[config.mk]
export PLATFORM = sky130hd
export DESIGN_NAME = key_matrix_row_debouncer_top
export DESIGN_NICKNAME = d
export VERILOG_FILES = /design/src/design/kmrd_pkg.sv /design/src/design/kmrd_lane.sv /design/src/design/kmrd_merge.sv /design/src/design/key_matrix_row_debouncer_top.sv
export SDC_FILE = /design/constraint.sdc
export NUM_CORES = 2
export LEC_CHECK = 0
export BUFFER_PORTS_ARGS = -buffer_cell sky130_fd_sc_hd__clkbuf_2
export CORE_ASPECT_RATIO = 1.2
export CORE_MARGIN = 2
export CORE_UTILIZATION = 57
export CTS_CLUSTER_SIZE = 16
export DETAILED_ROUTE_END_ITERATION = 6
export HOLD_SLACK_MARGIN = 0.06
export PLACE_DENSITY = 0.8
export REMOVE_ABC_BUFFERS = 1
export SLEW_MARGIN = 20
export SYNTH_ARGS = -nofsm -noshare
export SYNTH_HDL_FRONTEND = slang
export SYNTH_HIERARCHICAL = 1
export SYNTH_SLANG_ARGS = --single-unit
[constraint.sdc]
create_clock -name aclk -period 5.8 [get_ports aclk]
set_clock_uncertainty 0.15 [all_clocks]
set_input_delay 0 -clock aclk [delete_from_list [all_inputs] [get_ports aclk]]
set_output_delay 0 -clock aclk [all_outputs]
set_load 0.01 [all_outputs]
[src/design/kmrd_pkg.sv]
// Shared constants and types of the key matrix row debouncer.
// No dependencies; imported by every module of the block.
package kmrd_pkg;

    // Matrix geometry
    localparam int ROWS       = 5;
    localparam int COLUMNS    = 16;
    localparam int FIELD_COLS = 16;
    localparam int LIVE_COLS  = (COLUMNS < FIELD_COLS) ? COLUMNS : FIELD_COLS;

    // Field widths
    localparam int ROW_W     = 3;
    localparam int COL_W     = FIELD_COLS;
    localparam int HOLD_W    = 8;
    localparam int ROW_IDX_W = (ROWS > 1) ? $clog2(ROWS) : 1;

    localparam logic [HOLD_W-1:0] HOLD_RESET = 8'd3;

    // Stream widths, padded to whole bytes
    localparam int S_FIELDS_W = ROW_W + COL_W;
    localparam int S_DATA_W   = ((S_FIELDS_W + 7) / 8) * 8;
    localparam int M_FIELDS_W = ROW_W + 3 * COL_W;
    localparam int M_DATA_W   = ((M_FIELDS_W + 7) / 8) * 8;

    // Control shared by the column lanes and the merge stage
    typedef struct packed {
        logic                 wr;
        logic                 row_ok;
        logic [ROW_IDX_W-1:0] row;
        logic [HOLD_W-1:0]    hold;
    } kmrd_lane_ctl_t;

    // Result fields, row in the lowest bits
    typedef struct packed {
        logic [COL_W-1:0] changed;
        logic [COL_W-1:0] previous;
        logic [COL_W-1:0] stable;
        logic [ROW_W-1:0] row;
    } kmrd_result_t;

endpackage

[src/design/kmrd_lane.sv]
// One column lane: hold countdowns of this column for every row.
// Depends on kmrd_pkg.
module kmrd_lane
    import kmrd_pkg::*;
(
    input  logic           aclk,
    input  logic           aresetn,
    input  kmrd_lane_ctl_t ctl,
    input  logic           raw_bit,
    input  logic           prev_bit,
    output logic           next_bit
);

    logic [HOLD_W-1:0] cnt_reg [ROWS];
    logic [HOLD_W-1:0] cnt_cur;
    logic [HOLD_W-1:0] cnt_next;
    logic              take;
    logic              change;

    // Key follows raw input only once its countdown has run out
    always_comb begin
        cnt_cur  = cnt_reg[ctl.row];
        take     = (cnt_cur == '0);
        next_bit = take ? raw_bit : prev_bit;
        change   = next_bit ^ prev_bit;
        if (change) begin
            cnt_next = ctl.hold;
        end else if (take) begin
            cnt_next = '0;
        end else begin
            cnt_next = cnt_cur - 1'b1;
        end
    end

    // Countdown storage
    always_ff @(posedge aclk) begin
        if (!aresetn) begin
            for (int r = 0; r < ROWS; r++) begin
                cnt_reg[r] <= '0;
            end
        end else if (ctl.wr) begin
            cnt_reg[ctl.row] <= cnt_next;
        end
    end

endmodule

[src/design/kmrd_merge.sv]
// Merge stage: per-row stable words, gathers lane bits into a result.
// Depends on kmrd_pkg.
module kmrd_merge
    import kmrd_pkg::*;
(
    input  logic             aclk,
    input  logic             aresetn,
    input  kmrd_lane_ctl_t   ctl,
    input  logic [ROW_W-1:0] row_index,
    input  logic [COL_W-1:0] next_word,
    output logic [COL_W-1:0] prev_word,
    output kmrd_result_t     result
);

    logic [COL_W-1:0] stable_reg [ROWS];
    logic [COL_W-1:0] stable_word;

    // Current stable word of the requested row; zero off the matrix
    always_comb begin
        prev_word      = ctl.row_ok ? stable_reg[ctl.row] : '0;
        stable_word    = ctl.row_ok ? next_word : '0;
        result.row      = row_index;
        result.stable   = stable_word;
        result.previous = prev_word;
        result.changed  = stable_word ^ prev_word;
    end

    // Stable word storage
    always_ff @(posedge aclk) begin
        if (!aresetn) begin
            for (int r = 0; r < ROWS; r++) begin
                stable_reg[r] <= '0;
            end
        end else if (ctl.wr) begin
            stable_reg[ctl.row] <= next_word;
        end
    end

endmodule

[src/design/key_matrix_row_debouncer_top.sv]
// Top level of the key matrix row debouncer: column lanes, merge, output skid.
// Depends on kmrd_pkg, kmrd_lane and kmrd_merge.
//
// Usage:
//   s_ channel: one request per row scan, carrying the row index and the raw
//   column sample of that row. m_ channel: one result per request, carrying
//   the row, its new debounced columns, the previous ones and the changed bits.
//   cfg_we / cfg_wdata write the hold setting (scans a key ignores raw input
//   after a change); write it only while no request is in flight.
// Each result is registered on accept, into the skid register under a stall.
// Throughput: one request per cycle while s_tready is high; all sixteen column
//   lanes update their countdowns on accept, so a row can be rescanned at once.
// Stall: a two-entry output (result register plus skid register) keeps
//   s_tready high while one result waits; s_tready drops only when both hold
//   results, and returns as soon as m_tready takes one.
// Reset: aresetn low clears all stable words and countdowns, sets the hold
//   setting to 3 and empties the output; no clearing pass is needed.
// Rows beyond the matrix change nothing and return all-zero column fields.
module key_matrix_row_debouncer_top
    import kmrd_pkg::*;
(
    input  logic                aclk,
    input  logic                aresetn,
    input  logic                s_tvalid,
    output logic                s_tready,
    input  logic [S_DATA_W-1:0] s_tdata,   // row_index, raw_columns
    output logic                m_tvalid,
    input  logic                m_tready,
    output logic [M_DATA_W-1:0] m_tdata,   // row_out, stable_columns,
                                           // previous_columns, changed_columns
    input  logic                cfg_we,
    input  logic [HOLD_W-1:0]   cfg_wdata
);

    logic [HOLD_W-1:0]   hold_reg;
    logic                accept;
    logic [ROW_W-1:0]    row_index;
    logic [COL_W-1:0]    raw_columns;
    logic                row_ok;
    kmrd_lane_ctl_t      ctl;
    logic [COL_W-1:0]    prev_word;
    logic [COL_W-1:0]    next_word;
    kmrd_result_t        result;
    logic [M_DATA_W-1:0] result_data;

    logic                out_valid_reg, out_valid_next;
    logic [M_DATA_W-1:0] out_data_reg, out_data_next;
    logic                skid_valid_reg, skid_valid_next;
    logic [M_DATA_W-1:0] skid_data_reg, skid_data_next;

    // Hold setting
    always_ff @(posedge aclk) begin
        if (!aresetn) begin
            hold_reg <= HOLD_RESET;
        end else if (cfg_we) begin
            hold_reg <= cfg_wdata;
        end
    end

    // Request decode and lane control
    always_comb begin
        row_index   = s_tdata[ROW_W-1:0];
        raw_columns = s_tdata[ROW_W +: COL_W];
        accept      = s_tvalid && s_tready;
        row_ok      = ({29'd0, row_index} < 32'(ROWS));
        ctl.wr      = accept && row_ok;
        ctl.row_ok  = row_ok;
        ctl.row     = row_ok ? row_index[ROW_IDX_W-1:0] : '0;
        ctl.hold    = hold_reg;
    end

    // One lane per live column; columns past the matrix read as zero
    for (genvar c = 0; c < COL_W; c++) begin : g_col
        if (c < LIVE_COLS) begin : g_live
            kmrd_lane u_lane (
                .aclk     (aclk),
                .aresetn  (aresetn),
                .ctl      (ctl),
                .raw_bit  (raw_columns[c]),
                .prev_bit (prev_word[c]),
                .next_bit (next_word[c])
            );
        end else begin : g_dead
            assign next_word[c] = 1'b0;
        end
    end

    kmrd_merge u_merge (
        .aclk      (aclk),
        .aresetn   (aresetn),
        .ctl       (ctl),
        .row_index (row_index),
        .next_word (next_word),
        .prev_word (prev_word),
        .result    (result)
    );

    assign result_data = {{(M_DATA_W - M_FIELDS_W){1'b0}}, result};

    // Output register with skid entry
    always_comb begin
        out_valid_next  = out_valid_reg;
        out_data_next   = out_data_reg;
        skid_valid_next = skid_valid_reg;
        skid_data_next  = skid_data_reg;
        if (out_valid_reg && !m_tready) begin
            if (accept) begin
                skid_valid_next = 1'b1;
                skid_data_next  = result_data;
            end
        end else if (skid_valid_reg) begin
            out_valid_next  = 1'b1;
            out_data_next   = skid_data_reg;
            skid_valid_next = 1'b0;
        end else begin
            out_valid_next = accept;
            out_data_next  = result_data;
        end
    end

    always_ff @(posedge aclk) begin
        if (!aresetn) begin
            out_valid_reg  <= 1'b0;
            skid_valid_reg <= 1'b0;
        end else begin
            out_valid_reg  <= out_valid_next;
            skid_valid_reg <= skid_valid_next;
        end
        out_data_reg  <= out_data_next;
        skid_data_reg <= skid_data_next;
    end

    assign s_tready = !skid_valid_reg;
    assign m_tvalid = out_valid_reg;
    assign m_tdata  = out_data_reg;

endmodule

==> flow_metrics.tcl <==
set metrics [dict create \
    critPathArrivalTime_ps 5250 \
    maxSlewHeadroom_pct 20.94 \
    synth_mux_area_share_pct 14.86 \
    start_util_pct 57.62 \
    clk_pin_slew_worst_paths_ps 60 \
    worst_path_most_repeated_cell "mux2_2" \
    maxSlewViolCount 0 \
    synth_edf_count 1254 \
    ys_seq_elements 1264 \
    synth_area_um2 62330 \
    critPathMaxFanout 52 \
    coreArea_um2 108200 \
    firstDrtPassIters 7 \
    register_area_um2 37870 \
    ios 95 \
    synth_top_family_by_area "multiplexers" \
    viasPerCell 6.379 \
    worst_path_largest_cell_delay_ps 820 \
    power_leakage_nw 24.66 \
    cts-root-buf "clkbuf_16" \
    synth-xor-area-share_pct 0.6042 \
    ys.flop_type "edfxtp_1" \
    clkPwrFrac_pct 36.6 \
    largest_register_ffs 1024 \
    synthArstFlopShare_pct 0 \
    gp_congestion 0.9210 \
    p_seq_share_pct 50.0 \
    clk_latency_ps 760 \
    grt_pass1_vias 39860 \
    drt_wl_total_um 152500 \
    p_int_mw 15.97 \
    setup_viol 0 \
    cts_tree "built" \
    postRouteAntennaNets 0 \
    cts.hold.buffers_added 59 \
    finalSetupTns_ps 0 \
    portBuffers 84 \
    syn-mean-instance-area_um2 13.51 \
    p_comb_share_pct 13.4 \
    finalCoreUtilization_pct 63.20 \
    ys_seq_area_share_pct 60.74 \
    violations "DRC" \
    final.period_utilization_pct 84.62 \
    numCtsBuffers 118 \
    rows 132 \
    multiInputGateArea_um2 22530 \
    gr-total-overflow 0 \
    max_freq_mhz 203.7 \
    syn_inst 4613 \
    p_switching_mw 5.420 \
    clock_sinks 1264 \
    critPathLaunchType "primary input" \
    drc_errors 1 \
    h-tree-depth 3 \
    antenna_found_initial 4 \
    areaGrowthSynthToFinish_pct 9.690 \
    cp_slowest_cell "nor2b_4" \
    n_fill_cell 7687 \
    die_w_um 305.9 \
    cts_buffer_depth 3 \
    die_h_um 366.2 \
    grt_max_degree 84 \
    outcome "finished, violations left" \
    final.min_clock_period_ps 4908 \
    wl_per_cell_um 24.48 \
    worstPathRequired_ps 6140 \
    synth-compound-area-share_pct 5.866 \
    holdPathStages 3 \
    synthAdderAreaFrac_pct 0.3212 \
    nets 4780 \
    rsz0062_at_grt "false" \
    endpoint_kind "flop" \
    dieArea_um2 112000 \
    ctsResizeCount 0 \
    synth-simple-area-share_pct 14.27 \
    drt_iter0_markers 4542 \
    power_density_nw_per_um2 312.9 \
    drv_cap 0 \
    cts_setup_buffers 0 \
    tightest_slew_ps 1185 \
    drive_above_1_share_pct 18.80 \
    irDropWorstVdd_v 0.0003044 \
    dr_total_vias 39750 \
    ys_warn_count 6 \
    hold_viol 0 \
    track_usage_pct 26.87 \
    final_cell_mix "1254 x edfxtp_1, 685 x nor2_1, 354 x nand2_1" \
    netSwitchingFraction_pct 25.34 \
    layout_commonest_cell "edfxtp_1" \
    grt_pass1_wl_um 231500 \
    critPathKind "primary input to flop" \
    cp_cell_sequence "dlygate4sd3_1 -> clkbuf_2 -> nor2b_4 -> buf_12 -> mux4_2 -> mux2_2 -> inv_1 -> ha_1 -> nand2_1 -> nor3b_4 -> mux2_2 -> and2_1 -> mux2_4 -> mux2_2" \
    rr_worst_depth 12 \
    dp_hpwl_um 96280 \
    synth.distinct_cells 81 \
    hold_path_class "primary input to flop" \
]
## kinds of logic after synthesis
| family | Yosys count |
|---|---|
| AOI/OAI and AO/OA | 452 |
| xor gates and xnor gates | 43 |
| adders and majority gates | 16 |
| buffers and inverters | 381 |
| DFF | 1264 |
| muxes | 662 |
| other | 1 |
| and+or+nand+nor | 1794 |
## cell type report
class,instances,area share (%)
clock buffer,139,4.493
inverter,161,0.8839
tap,1407,2.575
multi-input combinational,2972,32.96
antenna,4,0.01464
clock inverter,74,1.204
sequential,1264,55.39
timing repair buffer,210,2.480
## synth_stat cells, drive strengths merged, types with 60 or more instances
master,n,area share [%]
a21oi,67,0.54
and2,108,1.1
buf,154,2.0
clkbuf,66,0.40
edfxtp,1254,60
inv,160,0.96
mux2,279,5.6
mux2i,245,4.1
mux4,138,5.2
nand2,365,2.2
nand3,102,0.83
nand3b,60,0.74
nor2,692,4.2
nor2b,71,0.71
nor3,117,1.0
o21ai,74,0.59
## stage by stage
step | cell area [um2] | worst slack (ps) | hold slack, ps | power (mW) | cells
2_1_floorplan | 60870 | -30640 | -88.06 | 13.21 | 4397
5_1_grt | 68360 | 751.1 | 164.1 | 22.08 | 6228
4_1_cts | 68340 | 954.7 | 98.67 | 21.45 | 6227
6_report | 68370 | 891.8 | 169.3 | 21.39 | 6231
3_3_place_gp | 63850 | 845.5 | 72.24 | 13.55 | 5955
3_5_place_dp | 63850 | 696.6 | 79.02 | 13.65 | 5955
## power groups by stage
stage	logic [mW]	registers [mW]	clock network, mW
finish	2.87	10.7	7.83
floorplan	2.39	10.8	0
CTS	2.83	10.7	7.94
detailed placement	2.77	10.9	0
global placement	2.69	10.9	0
global route	3.08	10.7	8.29
## final timing paths
check                 to                                  start  slack, ps
max          m_tdata[46]                             s_tdata[2]        890
min           m_tdata[2]                             s_tdata[2]        170
max reg2reg  m_tdata[49]  g_col[14].g_live.u_lane/cnt_reg[2][1]       1750
min reg2reg  m_tdata[46]                      skid_data_reg[46]        400
## per-layer routing
metal	share of wire [%]	GRT usage, %	vias to the layer above
li1	-	-	17570
met1	37	34.17	19640
met2	50	45.40	2085
met3	8.6	3.997	448
met4	4.4	12.73	2
met5	0.0085	0	-
## worst max-delay path: cells and delay by family
| kind | cells | cell delay (ps) |
|---|---|---|
| adders and majority gates | 1 | 300 |
| buffers and inverters | 4 | 1220 |
| muxes | 5 | 1950 |
| and+or+nand+nor | 4 | 1760 |
No activity file was read; power rests on OpenSTA's default activity.
